$ cat src/assert_macros.svh
// ----------------------------------------------------------------------------
// assertion macros
// concurrent assertion wrappers, empty when synthesized
// ----------------------------------------------------------------------------
`ifndef ASSERT_MACROS_SVH
`define ASSERT_MACROS_SVH

`ifndef SYNTHESIS

// property must hold at every clock edge outside reset
`define ASSERT_ALWAYS(lbl, clk, rst_n, prop) \
  lbl: assert property (@(posedge clk) disable iff (!rst_n) (prop)) \
    else $error("gjls assertion failed");

// expression must never be true outside reset
`define ASSERT_NEVER(lbl, clk, rst_n, expr) \
  lbl: assert property (@(posedge clk) disable iff (!rst_n) !(expr)) \
    else $error("gjls assertion failed");

`else

`define ASSERT_ALWAYS(lbl, clk, rst_n, prop)
`define ASSERT_NEVER(lbl, clk, rst_n, expr)

`endif

`endif

$ cat src/gjls_pkg.sv
// ----------------------------------------------------------------------------
// gjls_pkg
// shared widths, codes and saturation helper for the linear solver
// ----------------------------------------------------------------------------
`timescale 1ns / 1ps

package gjls_pkg;

  localparam int VAL_W         = 32;
  localparam int ORDER_W       = 4;
  localparam int INDEX_W       = 3;
  localparam int MAX_ORDER_DEF = 8;
  localparam int FRAC_BITS_DEF = 16;

  localparam logic [ORDER_W-1:0] ORDER_RESET = 4'd8;

  localparam logic STATUS_OK         = 1'b0;
  localparam logic STATUS_ZERO_PIVOT = 1'b1;

  localparam logic signed [VAL_W-1:0] VAL_MAX = 32'sh7fff_ffff;
  localparam logic signed [VAL_W-1:0] VAL_MIN = 32'sh8000_0000;

  // clamp a double width value into the value range
  function automatic logic signed [VAL_W-1:0] sat_val(input logic signed [2*VAL_W-1:0] v);
    logic [VAL_W:0] top;
    begin
      top = v[2*VAL_W-1:VAL_W-1];
      if ((&top) || (~|top)) begin
        sat_val = v[VAL_W-1:0];
      end else if (v[2*VAL_W-1]) begin
        sat_val = VAL_MIN;
      end else begin
        sat_val = VAL_MAX;
      end
    end
  endfunction

endpackage

$ cat src/gjls_mulsub.sv
// ----------------------------------------------------------------------------
// gjls_mulsub
// three stage c - sat(a * b >> frac), truncated toward zero and saturated
// ----------------------------------------------------------------------------
`timescale 1ns / 1ps

module gjls_mulsub
  import gjls_pkg::*;
#(
  parameter int FRAC_BITS = FRAC_BITS_DEF
) (
  input  logic                    clk,
  input  logic                    rst_n,
  input  logic                    start,
  input  logic signed [VAL_W-1:0] a,
  input  logic signed [VAL_W-1:0] b,
  input  logic signed [VAL_W-1:0] c,
  output logic                    done,
  output logic signed [VAL_W-1:0] result
);

  logic v1_r, v2_r, v3_r;
  logic signed [2*VAL_W-1:0] p1_r;
  logic signed [VAL_W-1:0]   c1_r, c2_r, q2_r, res_r;

  logic signed [2*VAL_W-1:0] shifted;
  logic                      rnd;
  logic signed [2*VAL_W-1:0] q_wide;
  logic signed [2*VAL_W-1:0] d_wide;

  always_comb begin
    shifted = p1_r >>> FRAC_BITS;
    rnd     = p1_r[2*VAL_W-1] && (|p1_r[FRAC_BITS-1:0]);
    q_wide  = shifted + $signed((2*VAL_W)'(rnd));
    d_wide  = (2*VAL_W)'(c2_r) - (2*VAL_W)'(q2_r);
  end

  always_ff @(posedge clk) begin
    if (!rst_n) begin
      v1_r <= 1'b0;
      v2_r <= 1'b0;
      v3_r <= 1'b0;
    end else begin
      v1_r <= start;
      v2_r <= v1_r;
      v3_r <= v2_r;
    end
  end

  always_ff @(posedge clk) begin
    p1_r  <= a * b;
    c1_r  <= c;
    q2_r  <= sat_val(q_wide);
    c2_r  <= c1_r;
    res_r <= sat_val(d_wide);
  end

  assign done   = v3_r;
  assign result = res_r;

endmodule

$ cat config.mk
export PLATFORM = sky130hd
export DESIGN_NAME = gjls_mulsub
export DESIGN_NICKNAME = d
export VERILOG_FILES = /design/src/assert_macros.svh /design/src/gjls_pkg.sv /design/src/gjls_mulsub.sv
export SDC_FILE = /design/constraint.sdc
export NUM_CORES = 2
export LEC_CHECK = 0
export BUFFER_PORTS_ARGS = -buffer_cell sky130_fd_sc_hd__buf_4
export CAP_MARGIN = 20
export CORE_MARGIN = 2
export CORE_UTILIZATION = 35
export DETAILED_ROUTE_END_ITERATION = 7
export MAX_ROUTING_LAYER = met4
export PLACE_DENSITY_LB_ADDON = 0.08
export SYNTH_ARGS = -nofsm -noshare
export SYNTH_HDL_FRONTEND = slang
export SYNTH_SLANG_ARGS = --single-unit
$ cat constraint.sdc
create_clock -name clk -period 9.6 [get_ports clk]
set_clock_uncertainty 0.15 [all_clocks]
set_input_delay 1.92 -clock clk [delete_from_list [all_inputs] [get_ports clk]]
set_output_delay 1.92 -clock clk [all_outputs]
set_load 0.005 [all_outputs]
# [Yosys cells after proc, flatten, opt, wreduce, memory -nomap -nowiden]
# Index checks and enable logic that the tools add are counted.
[totals] ff_bits=195 input_bits=99 output_inout_bits=33 word_cells=25
[op_classes] n_addsub=2 n_mul=1 n_mux=4 reduce_logical=10
[ops] cell="32-bit two-way mux" count=4
[ops] cell="33-bit AND reduction" count=2
[ops] cell="33-bit OR reduction" count=2
[ops] cell="32-bit by 32-bit multiplier with 64-bit output" count=1
[ops] cell="48-bit by 2-bit adder with 49-bit output" count=1
[ops] cell="32-bit by 32-bit subtractor with 33-bit output" count=1
[ops] cell="16-bit OR reduction" count=1
[ops] cell="1-bit logical NOT" count=2
[ops] cell="1-bit logical OR" count=2
[ops] cell="1-bit logical AND" count=1

# [Depth between registers and ports, before layout]
[logic_depth] ltp_word=7 mapped_depth=27 ltp_nobuf=25

# [Least setup slack after synthesis]
# Ideal clock, no wire load.
[synth_path] path_kind="input -> register" start="in b[2]" end="reg p1_r[61]" setup_time_ns=0.095 arrival_time_ns=9.364 required_time_ns=9.355 setup_slack_ns=-0.009 stages=24 n_path_buf=2 path_cell_list="clkbuf_1 -> nand2_1 -> inv_1 -> fa_1 -> fa_1 -> fa_1 -> inv_1 -> fa_1 -> inv_1 -> fa_1 -> fa_1 -> inv_1 -> fa_1 -> inv_1 -> fa_1 -> ha_1 -> clkbuf_1 -> and4_1 -> nand3_1 -> or3_1 -> a311oi_1 -> o31ai_1 -> and2_1 -> o311ai_1"
[synth_via] elab_chain_len=1
[synth_lines] item="start: declaration" line_no="gjls_mulsub.sv:16" text="input logic signed [VAL_W-1:0] b,"
[synth_lines] item="32-bit by 32-bit multiplier with 64-bit output" line_no="gjls_mulsub.sv:51" text="p1_r <= a * b;"
[synth_lines] item="end signal: assignment" line_no="gjls_mulsub.sv:51"
[synth_lines] item="end: declaration" line_no="gjls_mulsub.sv:23" text="logic signed [2*VAL_W-1:0] p1_r;"
# No other way between the ends.
# A chain may end at the register's enable or synchronous reset.

# [Worst setup path after layout]
[layout_path] start="in a[12]" end="reg p1_r[63]"
[layout_via] elab_chain_len=1
[layout_lines] item="start: declaration" line_no="gjls_mulsub.sv:15" text="input logic signed [VAL_W-1:0] a,"
[layout_lines] item="32-bit by 32-bit multiplier with 64-bit output" line_no="gjls_mulsub.sv:51"
# No other way between the ends.

==> run metrics <==
outcome=finished clean; CP peak stage delay=0.61 ns; Slew @ Worst Pin=1.05 ns; worst r2r src=p1_r[10]; launch point of the worst path=a[12]; dominant register cell in the synthesized netlist=dfxtp_1; Min Hold Slack=0.178 ns; nets=6085; routed wire length=124000 µm; Yosys warning total=0; relative slew slack=0.300; via/cell ratio=4.78; Critical Path AT=9.37 ns; CTS root buf=clkbuf_16; kind of critical path=in2reg; Slowest-stage cell, CP=fa_1; post-synthesis cell count=4664; CTS H-tree depth=4; post-synthesis sequential area ratio=0.0883; crit-path max FO=17; Max Slew Vio Count=0; Synth Net Count=6064; setup-violating endpoint count in the final report=0; FP Rows=130; Global Route Usage Sum=0.206; Die X=359 µm; CTS buffer count=17; flops & latches, synth=195; setup slack, reg-to-reg=5.05 ns; initial antenna violation count=2; vias=30300; commonest non-fill, non-tap cell in the layout=fa_1; Post-synth EDFFs=0; placed cell area=0.0473 mm²; core area=0.125 mm²; critical-path cell list=buf_4, buf_4, nand2_1, fa_1, fa_1, inv_1, fa_1, fa_1, fa_1, fa_1, fa_1, fa_1, ha_1, a2111oi_0, o21ai_0, o2111ai_1, a21oi_1, nor2_1, a311oi_1, buf_4, o31ai_1, buf_4, a21oi_1, a211oi_1; I/O pin total=132; GPL Wtd Cong=0.831; vias in the first global route=34500; TritonCTS clock tree=done; CP required=9.81 ns; post-route cell area=0.0479 mm²; hpwl dp=107000 µm; Die ar.=0.129 mm²; global route overflow=0; DRT Pass-1 Iters=5; Synth-to-Final Area Change=8.36%; min-delay worst type=reg2reg; DRC=0; Starting DRT DRC Count=1286; clock tree buffer depth=2; port buffer count=131; Final Hold Viols=0; Critical Path Source Type=input port; post-route ant nets=0; minimum clock period=9.16 ns; die height=359 µm; routed length per instance=19.5 µm; Cell Area, Synth=0.0442 mm²; largest net degree at the start of global routing=33; cell mode on critical path=fa_1; hold_sp=c1_r[17]; CTS sink count=195; crit share post-route=0.954; initial core utilization=0.352; fraction of registers with async set/reset=0; first-pass GRT wire length=202000 µm; number of max-cap violations=0; layout cell share with drive strength beyond 1=0.0696; RSZ-0062 raised after global routing=false; CP endpoint kind=flop; leading cell types in the layout, fill and taps excluded=1083 x fa_1, 998 x inv_1, 537 x and2_1; fmax=109 MHz; Avg Inst Size Synth=9.48 µm²; post-synthesis cell type count=75; Clk pin slew, worst setup/hold paths=0.08 ns; Layout Utilization=0.382; Clk Latency, worst-skew pair=0.46 ns
==> stage by stage <==
step / setup TNS [ns] / setup slack, ns / cells
6_report: 0 / 0.444 / 6349
5_1_grt: 0 / 0.0285 / 6349
4_1_cts: 0 / 0.261 / 6348
3_5_place_dp: -0.425 / -0.182 / 6316
3_3_place_gp: -0.507 / -0.194 / 6316
2_1_floorplan: 0 / 0.0571 / 4664
==> routing by layer <==
layer  vias up  GRT usage  wire length (µm)
met3       109     0.0161              3240
li1      14000          -                 -
met1     15900      0.280             58800
met5         -          -                 0
met4         0     0.0337              1960
met2       423      0.343             59700
==> area by class of cell <==
class	count	area, µm²
Antenna cell	1	2.50
Clock buffer	17	425
Clock inverter	15	208
Fill cell	12800	77500
Inverter	999	3750
Multi-Input combinational cell	3223	35600
Sequential cell	195	3900
Tap cell	1650	2060
Timing Repair Buffer	249	1940
==> path summary, 6_finish.rpt <==
path | endpoint | cells past startpoint
worst min-delay path | c2_r[17] | 0
worst max-delay path | p1_r[63] | 24
worst min register to register | c2_r[17] | 0
worst max register to register | q2_r[10] | 14
==> what timing repair did <==
| action | 4_1_cts | 5_1_grt |
|---|---|---|
| hold buffers | 0 | 0 |
| setup endpoints to repair | 0 | 3 |
| resized for setup | 0 | 2 |
| buffers inserted | 0 | 0 |
==> worst max-delay path: cells and delay by family <==
kind | cells | cell delay (ns)
AO/OA/AOI/OAI | 8 | 1.72
adder cells (fa/ha/maj) | 9 | 4.38
buffers and inverters | 5 | 0.95
AND/OR/NAND/NOR | 2 | 0.38
==> synthesized netlist by cell type, types with 4 or more instances <==
library cell	count	area [µm²]
a2111oi_0	4	35.0
a21oi_1	120	601
nand3_1	36	180
nor2_1	99	372
nor4_1	11	68.8
a311oi_1	6	52.6
o31a_1	6	52.6
nand4_1	34	213
nand2b_1	18	113
nand2_1	536	2010
o2111ai_1	4	35.0
xor2_1	44	385
o21ai_1	9	45.0
dfxtp_1	195	3900
a21o_1	40	300
ha_1	218	2730
buf_6	5	56.3
o311ai_0	4	35.0
mux2i_1	6	60.1
xnor2_1	81	709
o21bai_1	19	143
o211ai_1	5	37.5
nand3b_1	4	30.0
nor2b_1	12	75.1
nor4b_1	31	272
and3_1	23	144
or3_1	10	62.6
o21a_1	15	113
a31oi_1	15	93.8
nor3_1	33	165
o31ai_1	6	45.0
a211oi_1	14	105
a311oi_2	29	435
or4_1	5	37.5
inv_1	999	3750
and2_1	537	3360
a21boi_0	4	30.0
o21ai_0	48	240
clkbuf_1	234	878
a211o_1	4	35.0
and4_1	6	52.6
fa_1	1083	21700
==> sequential cells by signal (all words and copies together), names as in the netlist <==
name and cells:
v2_r 1, p1_r 64, c1_r 32, done 1, result 32, q2_r 32
c2_r 32, v1_r 1
==> cells by family (layout without fill, tap and decap cells) <==
kind of cell	Yosys count	after routing	synth area share
compound gates	378	378	0.0604
xor+xnor	125	125	0.0248
fa+ha+maj	1301	1301	0.552
buf+inv	1246	1280	0.107
flops	195	195	0.0883
mux	7	7	0.00161
other cells	0	1	0
simple gates	1412	1412	0.166
Power is not shown: default switching activity piles up to over one toggle a cycle in this logic, so the estimate is an artifact.
