$ cat src/assert_macros.svh
// ----------------------------------------------------------------------------
// assertion macros
// concurrent assertion wrappers, empty when synthesized
// ----------------------------------------------------------------------------
`ifndef ASSERT_MACROS_SVH
`define ASSERT_MACROS_SVH

`ifndef SYNTHESIS

// property must hold at every clock edge outside reset
`define ASSERT_ALWAYS(lbl, clk, rst_n, prop) \
  lbl: assert property (@(posedge clk) disable iff (!rst_n) (prop)) \
    else $error("gjls assertion failed");

// expression must never be true outside reset
`define ASSERT_NEVER(lbl, clk, rst_n, expr) \
  lbl: assert property (@(posedge clk) disable iff (!rst_n) !(expr)) \
    else $error("gjls assertion failed");

`else

`define ASSERT_ALWAYS(lbl, clk, rst_n, prop)
`define ASSERT_NEVER(lbl, clk, rst_n, expr)

`endif

`endif

$ cat src/gjls_pkg.sv
// ----------------------------------------------------------------------------
// gjls_pkg
// shared widths, codes and saturation helper for the linear solver
// ----------------------------------------------------------------------------
`timescale 1ns / 1ps

package gjls_pkg;

  localparam int VAL_W         = 32;
  localparam int ORDER_W       = 4;
  localparam int INDEX_W       = 3;
  localparam int MAX_ORDER_DEF = 8;
  localparam int FRAC_BITS_DEF = 16;

  localparam logic [ORDER_W-1:0] ORDER_RESET = 4'd8;

  localparam logic STATUS_OK         = 1'b0;
  localparam logic STATUS_ZERO_PIVOT = 1'b1;

  localparam logic signed [VAL_W-1:0] VAL_MAX = 32'sh7fff_ffff;
  localparam logic signed [VAL_W-1:0] VAL_MIN = 32'sh8000_0000;

  // clamp a double width value into the value range
  function automatic logic signed [VAL_W-1:0] sat_val(input logic signed [2*VAL_W-1:0] v);
    logic [VAL_W:0] top;
    begin
      top = v[2*VAL_W-1:VAL_W-1];
      if ((&top) || (~|top)) begin
        sat_val = v[VAL_W-1:0];
      end else if (v[2*VAL_W-1]) begin
        sat_val = VAL_MIN;
      end else begin
        sat_val = VAL_MAX;
      end
    end
  endfunction

endpackage

$ cat src/gjls_div.sv
// ----------------------------------------------------------------------------
// gjls_div
// bit-serial signed fixed-point divider, (num << frac) / den, saturated
// ----------------------------------------------------------------------------
`timescale 1ns / 1ps
`include "assert_macros.svh"

module gjls_div
  import gjls_pkg::*;
#(
  parameter int FRAC_BITS = FRAC_BITS_DEF
) (
  input  logic                    clk,
  input  logic                    rst_n,
  input  logic                    start,
  input  logic signed [VAL_W-1:0] num,
  input  logic signed [VAL_W-1:0] den,
  output logic                    done,
  output logic signed [VAL_W-1:0] quo
);

  localparam int NW = VAL_W + FRAC_BITS;
  localparam int CW = $clog2(NW + 1);
  localparam logic [NW-1:0] NEG_LIMIT = NW'(1) << (VAL_W - 1);
  localparam logic [NW-1:0] POS_LIMIT = NEG_LIMIT - NW'(1);

  logic          run_r;
  logic          done_r;
  logic [CW-1:0] cnt_r;
  logic [NW-1:0] dvd_r;
  logic [NW-1:0] qm_r;
  logic [VAL_W-1:0] rem_r;
  logic [VAL_W-1:0] den_r;
  logic          neg_r;

  logic [VAL_W-1:0] num_mag;
  logic [VAL_W-1:0] den_mag;
  logic [VAL_W:0]   rem_sh;
  logic             ge;
  logic [VAL_W:0]   rem_diff;
  logic [VAL_W-1:0] rem_nxt;

  always_comb begin
    num_mag  = num[VAL_W-1] ? VAL_W'(-num) : VAL_W'(num);
    den_mag  = den[VAL_W-1] ? VAL_W'(-den) : VAL_W'(den);
    rem_sh   = {rem_r, dvd_r[NW-1]};
    ge       = (rem_sh >= {1'b0, den_r});
    rem_diff = rem_sh - {1'b0, den_r};
    rem_nxt  = ge ? rem_diff[VAL_W-1:0] : rem_sh[VAL_W-1:0];
  end

  always_ff @(posedge clk) begin
    if (!rst_n) begin
      run_r  <= 1'b0;
      done_r <= 1'b0;
      cnt_r  <= '0;
    end else begin
      done_r <= 1'b0;
      if (start) begin
        run_r <= 1'b1;
        cnt_r <= CW'(NW);
      end else if (run_r) begin
        cnt_r <= cnt_r - CW'(1);
        if (cnt_r == CW'(1)) begin
          run_r  <= 1'b0;
          done_r <= 1'b1;
        end
      end
    end
  end

  always_ff @(posedge clk) begin
    if (start) begin
      dvd_r <= {num_mag, {FRAC_BITS{1'b0}}};
      rem_r <= '0;
      qm_r  <= '0;
      den_r <= den_mag;
      neg_r <= num[VAL_W-1] ^ den[VAL_W-1];
    end else if (run_r) begin
      dvd_r <= dvd_r << 1;
      rem_r <= rem_nxt;
      qm_r  <= {qm_r[NW-2:0], ge};
    end
  end

  always_comb begin
    if (neg_r) begin
      quo = (qm_r > NEG_LIMIT) ? VAL_MIN : -$signed(qm_r[VAL_W-1:0]);
    end else begin
      quo = (qm_r > POS_LIMIT) ? VAL_MAX : $signed(qm_r[VAL_W-1:0]);
    end
  end

  assign done = done_r;

  `ASSERT_NEVER(a_div_no_restart, clk, rst_n, start && run_r)
  `ASSERT_ALWAYS(a_div_done_pulse, clk, rst_n, done_r |=> !done_r)

endmodule

$ cat config.mk
export PLATFORM = sky130hd
export DESIGN_NAME = gjls_div
export DESIGN_NICKNAME = d
export VERILOG_FILES = /design/src/gjls_pkg.sv /design/src/gjls_div.sv
export VERILOG_INCLUDE_DIRS = /design/src /design/src/src
export SDC_FILE = /design/constraint.sdc
export NUM_CORES = 1
export LEC_CHECK = 0
export BUFFER_PORTS_ARGS = -buffer_cell sky130_fd_sc_hd__buf_2
export CORE_AREA = 5 5 189 191
export DETAILED_ROUTE_END_ITERATION = 16
export DIE_AREA = 0 0 194 196
export PLACE_DENSITY = 0.44
export SKIP_CTS_REPAIR_TIMING = 1
export SLEW_MARGIN = 5
export SYNTH_ARGS = -nofsm -noshare
export SYNTH_HDL_FRONTEND = slang
export SYNTH_SLANG_ARGS = --single-unit
$ cat constraint.sdc
create_clock -name clk -period 4.1 [get_ports clk]
set_input_delay 0 -clock clk [delete_from_list [all_inputs] [get_ports clk]]
set_output_delay 0 -clock clk [all_outputs]
set_load 0.01 [all_outputs]
## Word-level counts from Yosys, hierarchy flattened

Index checks and enable logic that the tools add are counted.

| operators by class | value |
|---|---|
| magnitude comparators | 3 |
| bitwise operators | 3 |
| muxes and demuxes | 14 |
| add/sub/neg operators | 5 |
| reductions and logical operators | 3 |
| eq/ne operators | 1 |

Operators with widths:

| cell | number |
|---|---|
| $mux 32 | 5 |
| $mux 48 | 2 |
| $neg 32->32 | 3 |
| $gt 48x31->1 const B | 1 |
| $gt 48x32->1 const B | 1 |
| $ge 33x32->1 | 1 |
| $sub 32x32->32 | 1 |
| $mux 31 | 1 |
| $mux 6 | 2 |
| $eq 6x1->1 const B | 1 |
| $sub 6x1->6 const B | 1 |
| $mux 1 | 4 |
| $reduce_or 3->1 | 1 |
| $not 1->1 | 2 |
| $reduce_bool 2->1 | 1 |
| $reduce_or 2->1 | 1 |
| $xor 1x1->1 | 1 |

| word-level totals | value |
|---|---|
| register bits after elaboration | 153 |

## Longest topological paths before layout

Gate-level depths: netlist (run 1).

| depth | value |
|---|---|
| depth after elaboration | 4 |
| gate-level depth with buffers | 13 |

## Worst setup path before layout (run 1)

OpenSTA, ideal clock, no wires.

| path | value |
|---|---|
| kind | register to register |
| start point | register den_r[14] |
| end point | register rem_r[0] |
| library setup time | 0.086 ns |
| setup slack | 1.166 ns |
| arrival | 2.849 ns |
| cell stages (with the launch flop) | 12 |
| cell sequence | edfxtp_1 > inv_1 > ha_1 > clkbuf_1 > a21o_1 > a21o_1 > o311a_1 > o21a_1 > o22a_1 > a21oi_1 > mux2_2 > a211oi_1 |

| between the ends | value |
|---|---|
| word-level cells in the longest chain between the ends | 2 |

RTL lines:

| item | RTL line | source |
|---|---|---|
| start: declaration | gjls_div.sv:33 | `logic [VAL_W-1:0] den_r;` |
| start signal: assignment | gjls_div.sv:77 | `den_r <= den_mag;` |
| $ge 33x32->1 | gjls_div.sv:47 | `ge = (rem_sh >= {1'b0, den_r});` |
| $mux 32 | gjls_div.sv:49 | `rem_nxt = ge ? rem_diff[VAL_W-1:0] : rem_sh[VAL_W-1:0];` |
| end signal: assignment | gjls_div.sv:81 | `rem_r <= rem_nxt;` |
| end: declaration | gjls_div.sv:32 | `logic [VAL_W-1:0] rem_r;` |

No other way between the ends.
A chain may end at the register's enable or synchronous reset.

## Worst setup path in the final report (run 1)

| path | value |
|---|---|
| start point | register qm_r[0] |
| end point | output quo[6] |

| between the ends | value |
|---|---|
| word-level cells in the longest chain between the ends | 3 |
| elaborated cells between the ends (all ways) | 6 |

RTL lines:

| item | RTL line | source |
|---|---|---|
| start: declaration | gjls_div.sv:31 | `logic [NW-1:0] qm_r;` |
| start signal: assignment | gjls_div.sv:82 | `qm_r <= {qm_r[NW-2:0], ge};` |
| $gt 48x31->1, or another cell as far along | gjls_div.sv:90 | `quo = (qm_r > POS_LIMIT) ? VAL_MAX : $signed(qm_r[VAL_W-1:0]);` |
| $mux 32, on equally long branches | gjls_div.sv:90, gjls_div.sv:88 |  |
| $mux 32 * | gjls_div.sv:87 | `if (neg_r) begin` |
| end: declaration | gjls_div.sv:19 | `output logic signed [VAL_W-1:0] quo` |

Every way passes the cells marked *; elsewhere a longest branch is shown, timed or not.

==> flow_metrics.tcl, run 1 <==
set metrics [dict create \
    status "finished, violations left" \
    failed_checks "negative hold slack" \
    avgSynthCellArea_um2 8.43 \
    utilization 0.352 \
    r2r_end "rem_r[10]$_SDFFE_PP0P_" \
    die_w_um 194 \
    track_usage 0.142 \
    whs_ns -0.0202 \
    cts_root_buf "clkbuf_16" \
    synth_edf_count 65 \
    synth_seq_area_share 0.370 \
    antenna_found_initial 0 \
    die_area_um2 38000 \
    grt_remaining_overflow 0 \
    area_delta_synth_final_pct 19.1 \
    cp-endpoint "quo[6]" \
    irDropWorstVdd_mv 0.295 \
    synth_cell_type_count 78 \
    clock_skew_ns 0.00931 \
    wl_per_cell_um 15.6 \
    grt_setup_unrepaired "no" \
    maxCapViolations 0 \
    clock_power_share 0.353 \
    setup_viol 0 \
    worstMarginPinSlew_ns 0.789 \
    slowest_delay_ns 0.52 \
    cpLargestDelayFamily "simple AND/OR/NAND/NOR gates" \
    grt_pass1_vias 8611 \
    core_um2 33900 \
    syn_nets 1296 \
    required_ns 4.10 \
    switching_share 0.324 \
    finalCriticalPeriod_ns 3.77 \
    drcViolationCount 0 \
    worst-path-stages 10 \
    path_max_fanout 23 \
    initial_core_util 0.296 \
    combPwrFrac 0.247 \
    port_buffers 99 \
    rrSetupSlack_ns 0.92 \
    relSlewSlack 0.473 \
    wirelength_mm 27.5 \
    final_antenna_net_count 0 \
    dr.pass1.iters 5 \
    r2r-start "den_r[3]$_DFFE_PP_" \
    gp_congestion 0.779 \
    grt_max_degree 62 \
    critPathBufInv 2 \
    fin_cells 1765 \
    ys_ff_latch 153 \
    cts_buffer_depth 2 \
    finalPower_uw 4430 \
    async_reset_ff_frac 0 \
    crit_start "qm_r[0]$_SDFFE_PP0P_" \
    hp-start "num[29]" \
    p_seq_frac 0.399 \
    start_kind "register" \
    io_pins 100 \
    slew_viol_final 0 \
    cts_sinks 153 \
    reg2reg_depth 11 \
    critical_path.endpoint_type "primary output" \
    leakage_uw 0.00488 \
    rows 68 \
    yosys_warnings 0 \
    htree_num_levels 4 \
    hold_viol 6 \
    hp-class "in -> reg" \
    nets 1402 \
    syn-cell-area_um2 10000 \
    crit_chain "inv_1, ha_1, or3b_2, nor4b_2, nand4_2, nor4b_4, a31oi_2, or2_2, o311ai_1, buf_2" \
    criticalPathCategory "reg -> out" \
    fp.dieH_um 196 \
    final_common_cell "nor2_1" \
    fmax_ghz 0.265 \
    worstPathArrival_ns 3.77 \
    final_cell_mix "160 x nor2_1, 124 x nand2_1, 98 x buf_2" \
    dp.cells 1691 \
    numCtsBuffers 17 \
    p_sw_uw 1430 \
    critical_path.slowest_cell "or3b_2" \
    setup_tns_ns 0 \
    ys.flop_type "dfxtp_1" \
    power.density_nw_per_um2 370 \
    cts_tree "yes" \
    clkTransAtPathRegs_ns 0.07 \
    intPower_uw 2990 \
    period_share 0.919 \
    layout-drive-gt1-share 0.127 \
    grt_pass1_wl_mm 45.2 \
    syn_inst 1191 \
    viasPerCell 5.02 \
    clock_latency_ns 0.44 \
    drtIter0Drc 545 \
    insertedDiodeCount 0 \
    vias 8864 \
    dp_hpwl_mm 19.8 \
]
-- layout make-up --
| type | count | area [um^2] |
|---|---|---|
| Inverter | 66 | 248 |
| Sequential cell | 153 | 3720 |
| Fill cell | 3571 | 22000 |
| Tap cell | 455 | 569 |
| Multi-Input combinational cell | 906 | 5830 |
| Timing Repair Buffer | 153 | 1010 |
| Clock inverter | 14 | 131 |
| Clock buffer | 18 | 450 |
-- tightest hold or removal path, cell delays in order --
cell and delay, ns:
buf_2 0.10, xor2_1 0.07, a21oi_1 0.13
-- layer usage --
layer	global-route usage	up-vias	share of wire
met5	0	-	0
met4	0.0456	0	0.020
met3	0.0301	29	0.033
met2	0.226	159	0.46
met1	0.194	4156	0.49
li1	-	4520	-
-- kinds of logic (layout without fill, tap and decap cells) --
group,Yosys count,in the layout,share of synthesized area
xor gates and xnor gates,85,85,0.0741
DFF,153,153,0.370
and+or+nand+nor,436,436,0.210
buffers and inverters,132,251,0.0506
adders and majority gates,38,38,0.0481
AOI/OAI and AO/OA,292,292,0.193
muxes,55,55,0.0551
-- per-stage QoR --
stage | setup slack [ns] | area [um^2]
after CTS | 0.148 | 11500
after floorplan | 1.17 | 10000
after global routing | 0.0469 | 12000
final | 0.332 | 12000
after detailed placement | 0.648 | 11000
after global placement | 0.721 | 11000
-- Yosys cell counts, types with 3 or more instances --
cell type,count,area share
o211ai_1,4,0.0030
o31ai_1,19,0.014
xnor2_1,48,0.042
a211oi_1,7,0.0052
inv_1,66,0.025
a21boi_0,3,0.0022
a31oi_1,5,0.0031
xor2_1,37,0.032
o41ai_1,9,0.0078
nand3_1,17,0.0085
and3_1,9,0.0056
ha_1,37,0.046
a21oi_1,80,0.040
and2_1,3,0.0019
a41oi_1,4,0.0035
o21bai_1,3,0.0022
o22a_1,3,0.0026
a21o_1,13,0.0097
edfxtp_1,65,0.19
buf_1,9,0.0034
o311ai_1,19,0.017
nor3b_1,7,0.0052
nor2_1,160,0.060
or4_1,11,0.0082
dfxtp_1,88,0.18
nor2b_1,9,0.0056
o21ai_1,10,0.0050
or2_2,3,0.0019
nand3b_1,3,0.0022
buf_2,4,0.0020
o21a_1,4,0.0030
nor3_1,20,0.010
mux2i_1,53,0.053
o21ai_0,55,0.027
nand4_1,10,0.0062
clkbuf_1,52,0.019
nor4_1,12,0.0075
nand2_1,124,0.046
nand2b_1,9,0.0056
a211o_1,9,0.0078
o22ai_1,4,0.0025
a311oi_1,20,0.017
or3_1,20,0.012
-- sequential cells by signal, summed over array words and instances, names as in the netlist --
name	cells
rem_r	32
done	1
run_r	1
den_r	32
qm_r	48
cnt_r	6
neg_r	1
dvd_r	32
-- worst min path at each step --
stage	depth (start not counted)	endpoint	slack, ns
5_1_grt	3	dvd_r[24]$_DFFE_PP_	0.004
2_1_floorplan	0	den_r[0]$_DFFE_PP_	0.1
3_3_place_gp	2	run_r$_SDFF_PN0_	0.27
6_report	3	dvd_r[45]$_DFFE_PP_	-0.02
4_1_cts	2	run_r$_SDFF_PN0_	-0.19
3_5_place_dp	2	run_r$_SDFF_PN0_	0.28
-- power by group through the flow --
stage	clock network, uW	registers (uW)	logic, uW
final	1560	1770	1090
after global routing	1680	1780	1240
after CTS	1620	1770	1070
after detailed placement	0	1800	1060
after global placement	0	1800	1070
after floorplan	0	1780	773
No activity file was read; power rests on OpenSTA's default activity.
==> inputs of run 2 (changes only) <==
--- a/config.mk
+++ b/config.mk
@@ -6,11 +6,11 @@
 export SDC_FILE = /design/constraint.sdc
 export NUM_CORES = 1
 export LEC_CHECK = 0
-export BUFFER_PORTS_ARGS = -buffer_cell sky130_fd_sc_hd__buf_2
 export CORE_AREA = 5 5 189 191
 export DETAILED_ROUTE_END_ITERATION = 16
 export DIE_AREA = 0 0 194 196
-export PLACE_DENSITY = 0.44
+export DONT_BUFFER_PORTS = 1
+export PLACE_DENSITY = 0.41
 export SKIP_CTS_REPAIR_TIMING = 1
 export SLEW_MARGIN = 5
 export SYNTH_ARGS = -nofsm -noshare
==> run 2 against run 1 <==
Effect of this change: the run still ends with negative hold slack left; worst setup slack better by 0.034 ns; critical path depth shrank 1; clock-buffer cell count is 6 higher; combinational power hardly changed; design area down 0.50%; largest power group unchanged; highest routed layer unchanged.
==> flow_metrics.tcl, run 2 (synthesized netlist as in run 1, its figures left out) <==
set metrics [dict create \
    fill_cells 3608 \
    status "finished, violations left" \
    die_w_um 194 \
    gp_congestion 0.807 \
    intPower_uw 3050 \
    drcViolationCount 0 \
    final_antenna_net_count 0 \
    grt_pass1_wl_mm 43.8 \
    vias 8608 \
    dp_hpwl_mm 19.2 \
    failed_checks "negative hold slack" \
    hp-start "num[31]" \
    critical_path.endpoint_type "primary output" \
    dr.pass1.iters 5 \
    path_max_fanout 23 \
    multi_input_area_um2 5830 \
    cts_sinks 153 \
    wirelength_mm 27.7 \
    final_area_um2 11900 \
    whs_ns -0.0833 \
    grt_pass1_vias 7961 \
    final_common_cell "nor2_1" \
    period_share 0.911 \
    relSlewSlack 0.380 \
    cts_tree "yes" \
    port_buffers 0 \
    use_met1 0.191 \
    drtIter0Drc 474 \
    slew_viol_final 0 \
    worstPathArrival_ns 3.73 \
    clock_skew_ns 0.0228 \
    grt_setup_unrepaired "no" \
    track_usage 0.140 \
    fp.dieH_um 196 \
    finalCriticalPeriod_ns 3.73 \
    grt.busiest_layer "met2" \
    largest_reg_flops 48 \
    clkTransAtPathRegs_ns 0.07 \
    criticalPathCategory "reg -> out" \
    htree_num_levels 4 \
    power.density_nw_per_um2 370 \
    setup_tns_ns 0 \
    hp-class "in -> reg" \
    p_seq_frac 0.403 \
    worstMarginPinSlew_ns 0.927 \
    combPwrFrac 0.243 \
    ff_latch_area_um2 3720 \
    r2r-start "den_r[0]$_DFFE_PP_" \
    wl_per_cell_um 16.2 \
    viasPerCell 5.04 \
    crit_start "qm_r[0]$_SDFFE_PP0P_" \
    top_register "qm_r" \
    crit_chain "inv_1, ha_1, or3b_2, nor4b_2, nand4_2, nor4b_4, a31oi_2, or2_2, o311ai_1" \
    clock_latency_ns 0.45 \
    grt_max_degree 173 \
    io_pins 100 \
    nets 1345 \
    start_kind "register" \
    maxCapViolations 0 \
    cpLargestDelayFamily "simple AND/OR/NAND/NOR gates" \
    initial_core_util 0.296 \
    slowest_delay_ns 0.54 \
    switching_share 0.307 \
    p_sw_uw 1350 \
    cts_root_buf "clkbuf_16" \
    hold_viol 4 \
    die_area_um2 38000 \
    leakage_uw 0.00462 \
    cts_buffer_depth 2 \
    final_cell_mix "160 x nor2_1, 124 x nand2_1, 87 x dfxtp_1" \
    area_delta_synth_final_pct 18.5 \
    layout-drive-gt1-share 0.0503 \
    setup_viol 0 \
    required_ns 4.10 \
    dpl-instance-area_um2 10400 \
    critical_path.slowest_cell "o311ai_1" \
    clock_power_share 0.355 \
    critPathBufInv 1 \
    core_um2 33900 \
    antenna_found_initial 1 \
    irDropWorstVdd_mv 0.300 \
    met2_usage 0.219 \
    grt_remaining_overflow 0 \
    fmax_ghz 0.268 \
    rows 68 \
    numCtsBuffers 17 \
    gr-usage-met3 0.0400 \
]
[run 2: cell count changes in the layout (fill, tap and decap cells not counted), moves of 2 or more]
cell / previous run / this run
buf_4: 12 / 10
inv_8: 2 / 0
clkbuf_1: 0 / 5
inv_6: 5 / 3
clkinv_4: 5 / 1
dlygate4sd3_1: 42 / 84
clkinvlp_4: 0 / 2
buf_2: 98 / 0
[run 2: cell type report]
type / instances / area share
inverter: 66 / 0.0208
timing repair buffer: 96 / 0.0809
tap: 455 / 0.0478
multi-input combinational: 906 / 0.490
antenna: 1 / 0.000210
clock buffer: 24 / 0.0406
clock inverter: 8 / 0.00715
sequential: 153 / 0.312
[run 2: worst reg2reg max path, cell delays in order (launching register included)]
cell and delay [ns]:
edfxtp_1 0.38, ha_1 0.22, fa_1 0.38, nand2b_1 0.19, a21o_1 0.23, a211o_1 0.33
a21boi_1 0.24, o21ai_0 0.20, a2111oi_0 0.43, o31ai_1 0.16, a211oi_1 0.23
[run 2: worst paths after layout]
check | end | slack (ns) | cells after the start
max | quo[10] | 0.37 | 9
min | dvd_r[30]$_DFFE_PP_ | -0.08 | 3
max reg2reg | rem_r[28]$_SDFFE_PP0P_ | 1.00 | 10
min reg2reg | cnt_r[1]$_SDFFE_PP0P_ | 0.49 | 2
[run 2: metal layers]
| metal | part of all wire | wire length (um) |
|---|---|---|
| met3 | 0.040 | 1100 |
| met2 | 0.47 | 12900 |
| met5 | 0 | 0 |
| met1 | 0.49 | 13500 |
| met4 | 0.0073 | 201 |
[run 2: power groups by stage]
stage	Clock, uW	Combinational [uW]	Sequential [uW]
after floorplan	0	773	1780
after global placement	0	949	1810
after detailed placement	0	947	1810
after CTS	1620	950	1780
after global routing	1680	1200	1790
final	1560	1070	1780
[run 2: through the flow]
step	total power, uW	hold slack (ns)	worst slack (ns)	std cells	util
2_1_floorplan	2550	0.0989	1.17	1191	-
3_3_place_gp	2760	0.0997	0.754	1590	0.308
3_5_place_dp	2760	0.0997	0.673	1590	0.308
4_1_cts	4340	-0.382	0.167	1622	0.324
5_1_grt	4670	-0.00238	0.0258	1709	0.351
6_report	4410	-0.0833	0.366	1709	0.351
==> inputs of run 3 (changes only) <==
--- a/config.mk
+++ b/config.mk
@@ -10,7 +10,7 @@
 export DETAILED_ROUTE_END_ITERATION = 16
 export DIE_AREA = 0 0 194 196
 export DONT_BUFFER_PORTS = 1
-export PLACE_DENSITY = 0.41
+export PLACE_DENSITY = 0.43
 export SKIP_CTS_REPAIR_TIMING = 1
 export SLEW_MARGIN = 5
 export SYNTH_ARGS = -nofsm -noshare
==> constraint.sdc (replaced) <==
create_clock -name clk -period 3.3 [get_ports clk]
set_input_delay 0 -clock clk [delete_from_list [all_inputs] [get_ports clk]]
set_output_delay 0 -clock clk [all_outputs]
set_load 0.01 [all_outputs]
==> run 3 against run 2 <==
Effect of this change: the run ends with negative hold slack, negative setup slack left; via count is 2.1% higher; cell count is 1.6% higher; sequential power is 23% higher; design area is 3.8% higher; critical path type unchanged.
==> flow_metrics.tcl, run 3 (synthesized netlist as in run 1, its figures left out) <==
set metrics [dict create \
    critical_path.endpoint_type "primary output" \
    cts_tree "yes" \
    antenna_found_initial 1 \
    cts_buffer_depth 2 \
    top_register "qm_r" \
    dp.cells 1619 \
    grt_pass1_vias 8018 \
    hold_viol 4 \
    leakage_uw 0.00486 \
    worstMarginPinSlew_ns 1.06 \
    grt_remaining_overflow 0 \
    path_max_fanout 11 \
    finalCriticalPeriod_ns 3.30 \
    status "finished, violations left" \
    wirelength_mm 28.3 \
    failed_checks "negative hold slack, negative setup slack" \
    dr.pass1.iters 5 \
    dp_hpwl_mm 19.3 \
    largest_reg_flops 48 \
    die_area_um2 38000 \
    irDropWorstVdd_mv 0.355 \
    postLayoutSetupSlackWorst_ns -0.00495 \
    clock_skew_ns 0.0123 \
    gp_congestion 0.825 \
    io_pins 100 \
    numCtsBuffers 17 \
    utilization 0.364 \
    track_usage 0.139 \
    whs_ns -0.0106 \
    vias 8792 \
    area_delta_synth_final_pct 23.0 \
    clock_latency_ns 0.44 \
    fp.dieH_um 196 \
    wl_per_cell_um 16.3 \
    slew_viol_final 0 \
    clkTransAtPathRegs_ns 0.06 \
    grt_setup_unrepaired "yes" \
    setup_viol 2 \
    hp-class "in -> reg" \
    die_w_um 194 \
    final_cell_mix "160 x nor2_1, 124 x nand2_1, 80 x dfxtp_1" \
    core_um2 33900 \
    fmax_ghz 0.303 \
    cts_sinks 153 \
    maxCapViolations 0 \
    drtIter0Drc 471 \
    final_antenna_net_count 0 \
    grt_pass1_wl_mm 43.6 \
    port_buffers 0 \
    relSlewSlack 0.294 \
    period_share 1.00 \
    fin_cells 1737 \
    cts_root_buf "clkbuf_16" \
    power.density_nw_per_um2 443 \
    grt_max_degree 173 \
    layout-drive-gt1-share 0.105 \
    setup_tns_ns -0.00518 \
    viasPerCell 5.06 \
    start_kind "register" \
    criticalPathCategory "reg -> out" \
    initial_core_util 0.296 \
    final_common_cell "nor2_1" \
    htree_num_levels 4 \
    nets 1374 \
    required_ns 3.30 \
    rows 68 \
    worstPathArrival_ns 3.30 \
    drcViolationCount 0 \
]
run 3: critical path, stage by stage (launching register included):
cell and delay [ns]:
dfxtp_4 0.35, or4_4 0.55, nor4_4 0.21, buf_4 0.19, nand4_2 0.15, nor4b_4 0.38
a31oi_2 0.15, or2_4 0.28, buf_12 0.16, o311ai_2 0.26, buf_4 0.17
run 3: power breakdown:
part / internal [uW] / switching, uW
Sequential: 2130 / 63.8
Combinational: 620 / 814
Clock: 1030 / 813
Total: 3780 / 1690
run 3: area by class of cell:
class | count | area [um^2]
Sequential cell | 153 | 3730
Fill cell | 3491 | 21600
Clock inverter | 11 | 100
Antenna cell | 1 | 2.50
Inverter | 66 | 248
Tap cell | 455 | 569
Clock buffer | 20 | 437
Timing Repair Buffer | 125 | 1190
Multi-Input combinational cell | 906 | 6080
run 3: final timing paths:
check,start,to,slack (ns),cells past startpoint
setup / recovery,qm_r[9]$_SDFFE_PP0P_,quo[12],-0.005,10
hold / removal,num[15],dvd_r[31]$_DFFE_PP_,-0.01,2
setup reg to reg,dvd_r[47]$_DFFE_PP_,rem_r[28]$_SDFFE_PP0P_,0.21,11
hold reg to reg,rem_r[7]$_SDFFE_PP0P_,rem_r[8]$_SDFFE_PP0P_,0.50,2
run 3: routing by layer:
layer / vias up / track usage / wire length [um]
met5: - / 0 / 0
met1: 4141 / 0.185 / 13500
met4: 0 / 0.0401 / 388
li1: 4473 / - / -
met2: 152 / 0.217 / 13200
met3: 26 / 0.0422 / 1220
run 3: through the flow:
stage	setup slack (ns)	area, um^2	power (uW)
floorplan	0.366	10000	3170
global placement	0.167	10700	3470
detailed placement	0.113	10700	3460
CTS	-0.397	11200	5360
global route	-0.177	12400	5810
finish	-0.00495	12400	5470
